===== config.mk =====
export PLATFORM = sky130hd
export DESIGN_NAME = length_prefixed_frame_deframer
export DESIGN_NICKNAME = d
export VERILOG_FILES = /design/src/hw/rtl/lpfd_pkg.sv /design/src/hw/rtl/lpfd_in_stage.sv /design/src/hw/rtl/lpfd_parser.sv /design/src/hw/rtl/lpfd_out_stage.sv /design/src/hw/rtl/length_prefixed_frame_deframer.sv
export SDC_FILE = /design/constraint.sdc
export NUM_CORES = 1
export LEC_CHECK = 0
export ABC_CLOCK_PERIOD_IN_PS = 4500
export BUFFER_PORTS_ARGS = -buffer_cell sky130_fd_sc_hd__buf_4
export CAP_MARGIN = 0
export CORE_MARGIN = 5
export CORE_UTILIZATION = 35
export DETAILED_ROUTE_END_ITERATION = 8
export PLACE_DENSITY = 0.51
export SLEW_MARGIN = 40
export SYNTH_ARGS = -nofsm -noshare
export SYNTH_HDL_FRONTEND = slang
export SYNTH_HIERARCHICAL = 1
export SYNTH_SLANG_ARGS = --single-unit

===== constraint.sdc =====
create_clock -name clk_i -period 4.5 [get_ports clk_i]
set_input_delay 0.9 -clock clk_i [delete_from_list [all_inputs] [get_ports clk_i]]
set_output_delay 0.9 -clock clk_i [all_outputs]
set_load 0.01 [all_outputs]

===== src/hw/rtl/lpfd_pkg.sv =====
package lpfd_pkg;

  localparam logic [7:0]  ByteDollar     = 8'h24;
  localparam logic [7:0]  ByteHash       = 8'h23;
  localparam logic [7:0]  ByteTilde      = 8'h7E;
  localparam logic [7:0]  ByteZero       = 8'h30;
  localparam logic [7:0]  ByteNine       = 8'h39;
  localparam logic [15:0] MaxLengthReset = 16'd1024;
  localparam logic [15:0] FrameLenMax    = 16'hFFFF;

  typedef enum logic [1:0] {
    KindData   = 2'd0,
    KindAccept = 2'd1,
    KindReject = 2'd2
  } kind_e;

  typedef enum logic [4:0] {
    PhHunt    = 5'b00001,
    PhLen     = 5'b00010,
    PhSkip    = 5'b00100,
    PhPayload = 5'b01000,
    PhTail    = 5'b10000
  } phase_e;

  typedef struct packed {
    logic        valid;
    kind_e       kind;
    logic [7:0]  data_byte;
    logic [15:0] frame_length;
  } result_t;

endpackage


===== src/hw/rtl/lpfd_in_stage.sv =====
module lpfd_in_stage (
  input  logic       clk_i,
  input  logic       rst_ni,
  input  logic       in_valid_i,
  output logic       in_ready_o,
  input  logic [7:0] rx_byte_i,
  input  logic       advance_i,
  output logic       byte_valid_o,
  output logic [7:0] byte_o
);

  logic       vld_q, vld_d;
  logic [7:0] byte_q;
  logic       load;

  assign in_ready_o = !vld_q || advance_i;
  assign load       = in_valid_i && in_ready_o;

  always_comb begin
    vld_d = vld_q;
    if (load) begin
      vld_d = 1'b1;
    end else if (advance_i) begin
      vld_d = 1'b0;
    end
  end

  always_ff @(posedge clk_i or negedge rst_ni) begin
    if (!rst_ni) begin
      vld_q <= 1'b0;
    end else begin
      vld_q <= vld_d;
    end
  end

  always_ff @(posedge clk_i) begin
    if (load) begin
      byte_q <= rx_byte_i;
    end
  end

  assign byte_valid_o = vld_q;
  assign byte_o       = byte_q;

endmodule


===== src/hw/rtl/lpfd_parser.sv =====
module lpfd_parser import lpfd_pkg::*; #(
  parameter int unsigned LEN_WIDTH = 16
) (
  input  logic        clk_i,
  input  logic        rst_ni,
  input  logic        cfg_we_i,
  input  logic [15:0] cfg_max_length_i,
  input  logic        step_i,
  input  logic [7:0]  byte_i,
  output result_t     result_o
);

  localparam int unsigned AccW  = LEN_WIDTH + 1;
  localparam int unsigned SumW  = LEN_WIDTH + 5;
  localparam int unsigned WideW = (AccW > 17) ? AccW : 17;

  phase_e               phase_q, phase_d;
  logic                 pwm_q, pwm_d;
  logic                 fhs_q, fhs_d;
  logic                 tds_q, tds_d;
  logic [AccW-1:0]      accum_q, accum_d;
  logic [LEN_WIDTH-1:0] left_q, left_d;
  logic [15:0]          max_len_q;

  logic                 clear;
  logic                 is_digit;
  logic [SumW-1:0]      acc_x, digit_sum, limit_x;
  logic [WideW-1:0]     accum_wide, max_wide;
  logic [15:0]          sat_len;

  assign is_digit   = (byte_i >= ByteZero) && (byte_i <= ByteNine);
  assign acc_x      = SumW'(accum_q);
  assign limit_x    = SumW'(1) << LEN_WIDTH;
  assign digit_sum  = (acc_x << 3) + (acc_x << 1) + SumW'(byte_i[3:0]);
  assign accum_wide = WideW'(accum_q);
  assign max_wide   = WideW'(max_len_q);
  assign sat_len    = (accum_wide > WideW'(FrameLenMax)) ? FrameLenMax : accum_wide[15:0];

  always_comb begin
    phase_d  = phase_q;
    pwm_d    = pwm_q;
    fhs_d    = fhs_q;
    tds_d    = tds_q;
    accum_d  = accum_q;
    left_d   = left_q;
    clear    = 1'b0;
    result_o = '{valid: 1'b0, kind: KindData, data_byte: 8'h00, frame_length: sat_len};

    unique case (phase_q)
      PhLen, PhSkip: begin
        if (fhs_q) begin
          if ((byte_i != ByteHash) || (accum_wide > max_wide) || accum_q[LEN_WIDTH]) begin
            result_o.valid = 1'b1;
            result_o.kind  = KindReject;
            clear          = 1'b1;
          end else begin
            left_d  = accum_q[LEN_WIDTH-1:0];
            fhs_d   = 1'b0;
            tds_d   = 1'b0;
            pwm_d   = 1'b0;
            phase_d = (accum_q == '0) ? PhTail : PhPayload;
          end
        end else if (byte_i == ByteHash) begin
          fhs_d = 1'b1;
        end else if ((phase_q == PhLen) && is_digit) begin
          accum_d = (digit_sum > limit_x) ? AccW'(limit_x) : digit_sum[AccW-1:0];
        end else begin
          phase_d = PhSkip;
        end
      end
      PhPayload: begin
        left_d = left_q - LEN_WIDTH'(1);
        if (left_q == LEN_WIDTH'(1)) begin
          phase_d = PhTail;
          tds_d   = 1'b0;
          pwm_d   = 1'b0;
        end
        result_o.valid     = 1'b1;
        result_o.kind      = KindData;
        result_o.data_byte = byte_i;
      end
      PhTail: begin
        if ((byte_i == ByteTilde) && tds_q) begin
          result_o.valid = 1'b1;
          result_o.kind  = pwm_q ? KindAccept : KindReject;
          clear          = 1'b1;
        end else if ((byte_i == ByteDollar) && !tds_q) begin
          tds_d = 1'b1;
          pwm_d = 1'b1;
        end else begin
          pwm_d = 1'b0;
        end
      end
      default: begin
        if (phase_q != PhHunt) begin
          phase_d = PhHunt;
          fhs_d   = 1'b0;
          tds_d   = 1'b0;
          accum_d = '0;
          left_d  = '0;
        end
        if (byte_i == ByteDollar) begin
          pwm_d = 1'b1;
        end else if (byte_i == ByteHash) begin
          if (!(pwm_q && (phase_q == PhHunt))) begin
            result_o.valid        = 1'b1;
            result_o.kind         = KindReject;
            result_o.frame_length = '0;
            clear                 = 1'b1;
          end else begin
            phase_d = PhLen;
            pwm_d   = 1'b0;
            fhs_d   = 1'b0;
            accum_d = '0;
            left_d  = '0;
          end
        end else begin
          pwm_d = 1'b0;
        end
      end
    endcase

    if (clear) begin
      phase_d = PhHunt;
      pwm_d   = 1'b0;
      fhs_d   = 1'b0;
      tds_d   = 1'b0;
      accum_d = '0;
      left_d  = '0;
    end
  end

  always_ff @(posedge clk_i or negedge rst_ni) begin
    if (!rst_ni) begin
      phase_q   <= PhHunt;
      pwm_q     <= 1'b0;
      fhs_q     <= 1'b0;
      tds_q     <= 1'b0;
      accum_q   <= '0;
      left_q    <= '0;
      max_len_q <= MaxLengthReset;
    end else begin
      if (step_i) begin
        phase_q <= phase_d;
        pwm_q   <= pwm_d;
        fhs_q   <= fhs_d;
        tds_q   <= tds_d;
        accum_q <= accum_d;
        left_q  <= left_d;
      end
      if (cfg_we_i) begin
        max_len_q <= cfg_max_length_i;
      end
    end
  end

endmodule


===== src/hw/rtl/lpfd_out_stage.sv =====
module lpfd_out_stage import lpfd_pkg::*; (
  input  logic        clk_i,
  input  logic        rst_ni,
  input  logic        load_i,
  input  result_t     result_i,
  output logic        free_o,
  output logic        out_valid_o,
  input  logic        out_ready_i,
  output logic [1:0]  kind_o,
  output logic [7:0]  data_byte_o,
  output logic [15:0] frame_length_o
);

  logic        vld_q, vld_d;
  kind_e       kind_q;
  logic [7:0]  data_q;
  logic [15:0] len_q;

  assign free_o = !vld_q || out_ready_i;

  always_comb begin
    vld_d = vld_q;
    if (load_i) begin
      vld_d = 1'b1;
    end else if (out_ready_i) begin
      vld_d = 1'b0;
    end
  end

  always_ff @(posedge clk_i or negedge rst_ni) begin
    if (!rst_ni) begin
      vld_q <= 1'b0;
    end else begin
      vld_q <= vld_d;
    end
  end

  always_ff @(posedge clk_i) begin
    if (load_i) begin
      kind_q <= result_i.kind;
      data_q <= result_i.data_byte;
      len_q  <= result_i.frame_length;
    end
  end

  assign out_valid_o    = vld_q;
  assign kind_o         = kind_q;
  assign data_byte_o    = data_q;
  assign frame_length_o = len_q;

endmodule


===== src/hw/rtl/length_prefixed_frame_deframer.sv =====
// Length-prefixed frame deframer.
// Input channel: one received byte per beat on rx_byte_i (in_valid_i/in_ready_o).
// Frames look like "$#" <decimal length> "##" <payload> "$~".
// Output channel: one result per beat (out_valid_o/out_ready_i): kind_o is a
// payload byte (data_byte_o), a frame accept or a frame reject; frame_length_o
// carries the declared length, saturated to 16 bits.
// Config channel: cfg_valid_i/cfg_ready_o writes max_length (cfg_max_length_i);
// always ready, write it only while the block is idle.
// Path: a byte beat goes through the input register, the parse step, then
// the result register. Throughput: one byte per cycle unless a result waits
// on out_ready_i, set by the single parse step between the two registers.
// Stall: while a result waits, one more byte is taken into the input register;
// bytes that give no result still retire. Further bytes back-pressure.
// Reset: returns to header hunt, max_length to 1024, both registers empty.
module length_prefixed_frame_deframer import lpfd_pkg::*; #(
  parameter int unsigned LEN_WIDTH = 16
) (
  input  logic        clk_i,
  input  logic        rst_ni,
  input  logic        cfg_valid_i,
  output logic        cfg_ready_o,
  input  logic [15:0] cfg_max_length_i,
  input  logic        in_valid_i,
  output logic        in_ready_o,
  input  logic [7:0]  rx_byte_i,
  output logic        out_valid_o,
  input  logic        out_ready_i,
  output logic [1:0]  kind_o,
  output logic [7:0]  data_byte_o,
  output logic [15:0] frame_length_o
);

  logic       byte_valid;
  logic [7:0] byte_q;
  logic       advance;
  logic       out_free;
  result_t    result;

  assign cfg_ready_o = 1'b1;
  assign advance     = byte_valid && (!result.valid || out_free);

  lpfd_in_stage u_in_stage (
    .clk_i        (clk_i),
    .rst_ni       (rst_ni),
    .in_valid_i   (in_valid_i),
    .in_ready_o   (in_ready_o),
    .rx_byte_i    (rx_byte_i),
    .advance_i    (advance),
    .byte_valid_o (byte_valid),
    .byte_o       (byte_q)
  );

  lpfd_parser #(
    .LEN_WIDTH (LEN_WIDTH)
  ) u_parser (
    .clk_i            (clk_i),
    .rst_ni           (rst_ni),
    .cfg_we_i         (cfg_valid_i && cfg_ready_o),
    .cfg_max_length_i (cfg_max_length_i),
    .step_i           (advance),
    .byte_i           (byte_q),
    .result_o         (result)
  );

  lpfd_out_stage u_out_stage (
    .clk_i          (clk_i),
    .rst_ni         (rst_ni),
    .load_i         (advance && result.valid),
    .result_i       (result),
    .free_o         (out_free),
    .out_valid_o    (out_valid_o),
    .out_ready_i    (out_ready_i),
    .kind_o         (kind_o),
    .data_byte_o    (data_byte_o),
    .frame_length_o (frame_length_o)
  );

endmodule


==> flow_summary.ini <==
[synthesis]
synth_fp_nets = 740
synth_cell_types = 72
yosysSeqAreaShare = 0.411
synthMuxAreaShare = 0.00884
yosysWarningCount = 6
syn-cell-area_mm2 = 0.00609
synth-edff-count = 34
ys_async_sr_fraction = 0.634
syn_avg_cell_area_um2 = 9.25
synth_xor_xnor_area_share = 0.0288
synth_adder_area_share = 0.111
ys.flop_type = dfrtp_1
synth_seq_cells = 93
synth_area_leader_cell = dfrtp_1
synth_compound_area_frac = 0.200
synthDominantCellAreaShare = 0.234
synth_simple_gate_area_frac = 0.197
syn-instance-count = 658
synth_top_family_by_area = compound AO/OA/AOI/OAI gates
synth.area.top_cells = dfrtp_1 (23%), edfxtp_1 (17%), ha_1 (10%)

[clock_tree]
cts_max_path_buffers = 2
cts_tree = done
ctsResizeCount = 0
root_buffer = clkbuf_16
clock_latency_ns = 0.36
clk_pin_slew_ns = 0.07
cts_setup_buffers = 0
h-tree-depth = 3
cts_sinks = 93
cts_inserted_buffers = 9
cts_hold_buf = 0

[grt]
grt_max_degree = 60
grt_first_pass_wirelength_mm = 27.6
antenna_found_initial = 0
grt_use_total = 0.173
grt-ovfl-total = 0
grt_pass1_vias = 5093

[placement]
dp.cells = 934
dpl-instance-area_mm2 = 0.00685
io_buffers = 56
dpl_worst_slack_ns = 0.100
dpl.hpwl_mm = 12.5
place.gp.congestion = 0.932

[finish]
final_area_mm2 = 0.00718
diodes = 0
area_growth_pct = 17.9
nets = 802
nFillCells = 1716
drive_gt1_frac = 0.167
final_core_util = 0.418
final_cells = 950

[detailed_routing]
totalWireLength_mm = 16.9
via_per_inst = 5.43
firstDrtPassIters = 5
drt_iter0_drc = 271
antenna_left = 0
via_count = 5156
drc_errors = 0
wire_per_inst_um = 17.8

[setup_path]
startpoint = u_parser/max_len_q[10]$_DFFE_PN1P_
path_class = reg2reg
critPathRequiredTime_ns = 4.77
cp-start-kind = flip-flop
cp-end-kind = flip-flop
ff2ff_setup_slack_ns = 0.19
crit-reg2reg-capture = u_parser/accum_q[4]$_DFFE_PN0P_
r2r_cells = 17
path_max_fanout = 11
crit_arrival_ns = 4.58
worstSetupEndpoint = u_parser/accum_q[4]$_DFFE_PN0P_
r2r-start = u_parser/max_len_q[10]$_DFFE_PN1P_

[sta]
tightest_slew_ns = 0.715
fin_setup_tns_ns = 0
finalHoldViolCount = 0
setup_slack_ns = 0.193
fin_crit_sh = 0.957
final_max_slew_viol_count = 0
rsz0062_at_grt = false
setup_viol = 0
fin_skew_ns = 0.00666
relSlewSlack = 0.523
period_needed_ns = 4.31
fin_hold_ws_ns = 0.509
max_freq_mhz = 232

[die]
initial_core_util = 0.354
fp.dieH_um = 142
row_count = 48
die-area_mm2 = 0.0201
core_mm2 = 0.0172
die_w_um = 142
io_pins = 58

[min_path]
hold_class = in2async

[pwr]
finalPower_mw = 1.85
peakVddDrop_uv = 225
leakagePower_nw = 3.32
p_per_area_mw_per_mm2 = 258

[outcome]
status = finished clean

[job]
maxCapViolations = 0
-- final cells by class --
| type | instances | area (um^2) | area share |
|---|---|---|---|
| clock buffer | 9 | 225 | 0.0314 |
| tap | 225 | 282 | 0.0392 |
| multi-input combinational | 501 | 3360 | 0.468 |
| sequential | 93 | 2500 | 0.348 |
| clock inverter | 7 | 67.6 | 0.00941 |
| inverter | 32 | 120 | 0.0167 |
| timing repair buffer | 83 | 627 | 0.0873 |
-- sequential cells by signal, summed over array words and instances, names as in the netlist --
register,cells
u_parser/accum_q,17
u_out_stage/frame_length_o,16
u_parser/left_q,16
u_parser/max_len_q,16
u_in_stage/byte_o,8
u_out_stage/data_byte_o,8
u_parser/phase_q,5
u_out_stage/kind_o,2
u_in_stage/byte_valid_o,1
u_out_stage/out_valid_o,1
u_parser/fhs_q,1
u_parser/pwm_q,1
u_parser/tds_q,1
-- Yosys cell counts, drive strengths merged (8+ instances only) --
| cell | count |
|---|---|
| nand2 | 79 |
| nor2 | 62 |
| dfrtp | 57 |
| o21ai | 53 |
| ha | 51 |
| edfxtp | 34 |
| inv | 32 |
| a21oi | 27 |
| clkbuf | 24 |
| nor3 | 17 |
| and2 | 15 |
| o2bb2ai | 14 |
| xor2 | 14 |
| a22o | 12 |
| nand3 | 11 |
| o31ai | 11 |
| nand2b | 10 |
| a21o | 8 |
| buf | 8 |
| nand4 | 8 |
-- placed cells by master, fill, tap and decap left out, drive strengths merged, types with 4 or more instances in the layout --
cell / instances
o21ai: 53
ha: 51
nand4: 8
or3: 6
buf: 83
nor4: 6
or4: 4
inv: 35
and3: 6
o2bb2ai: 14
clkbuf: 9
nand2b: 10
nor2: 62
o211ai: 4
nor3: 17
dfrtp: 57
nand3: 11
o31ai: 11
a221oi: 5
edfxtp: 34
and2: 15
xnor2: 6
a22o: 12
nor3b: 6
a31oi: 5
xor2: 14
a211oi: 5
a21o: 8
nand2: 79
o21a: 5
a21oi: 27
-- worst min-delay path by stage --
stage	startpoint	to	slack [ns]	depth (start not counted)
global route	u_parser/left_q[4]$_DFFE_PN0P_	u_parser/left_q[4]$_DFFE_PN0P_	0.53	1
global placement	u_parser/left_q[8]$_DFFE_PN0P_	u_parser/left_q[8]$_DFFE_PN0P_	0.48	2
finish	rst_ni	u_parser/left_q[13]$_DFFE_PN0P_	0.51	1
detailed placement	u_parser/left_q[4]$_DFFE_PN0P_	u_parser/left_q[4]$_DFFE_PN0P_	0.49	1
floorplan	u_parser/left_q[8]$_DFFE_PN0P_	u_parser/left_q[8]$_DFFE_PN0P_	0.46	2
CTS	u_parser/left_q[4]$_DFFE_PN0P_	u_parser/left_q[4]$_DFFE_PN0P_	0.51	1
-- kinds of logic (layout without fill, tap and decap cells) --
| family | Yosys count | after routing |
|---|---|---|
| AO/OA/AOI/OAI | 178 | 178 |
| XOR/XNOR | 20 | 20 |
| adder cells (fa/ha/maj) | 53 | 53 |
| buffers and inverters | 64 | 131 |
| flip-flops | 93 | 93 |
| multiplexers | 5 | 5 |
| other | 1 | 1 |
| AND/OR/NAND/NOR | 244 | 244 |
-- metal layers --
metal	track usage	wire, um	part of all wire	vias to the layer above
met4	0.0419	239	0.014	0
met1	0.253	8120	0.48	2466
met3	0.0344	952	0.056	16
met2	0.262	7620	0.45	147
met5	0	0	0	-
li1	-	-	-	2527
-- worst max-delay path: stages (launching register included) --
cell	delay [ns]
dfstp_2	0.52
inv_1	0.05
ha_1	0.29
a21o_1	0.18
a21o_1	0.18
a221oi_2	0.24
o221ai_2	0.16
a211o_1	0.33
a311oi_2	0.31
nand2_1	0.14
a21boi_2	0.18
nand3_2	0.11
a2111o_1	0.30
or4_1	0.42
a2111oi_2	0.34
a31oi_1	0.12
buf_4	0.19
o2bb2ai_1	0.18
-- where the power goes --
part,switching (mW),internal [mW]
combinational,0.107,0.0617
clock,0.377,0.390
sequential,0.0183,0.898
Note: power is estimated with default switching activity, not from simulation.
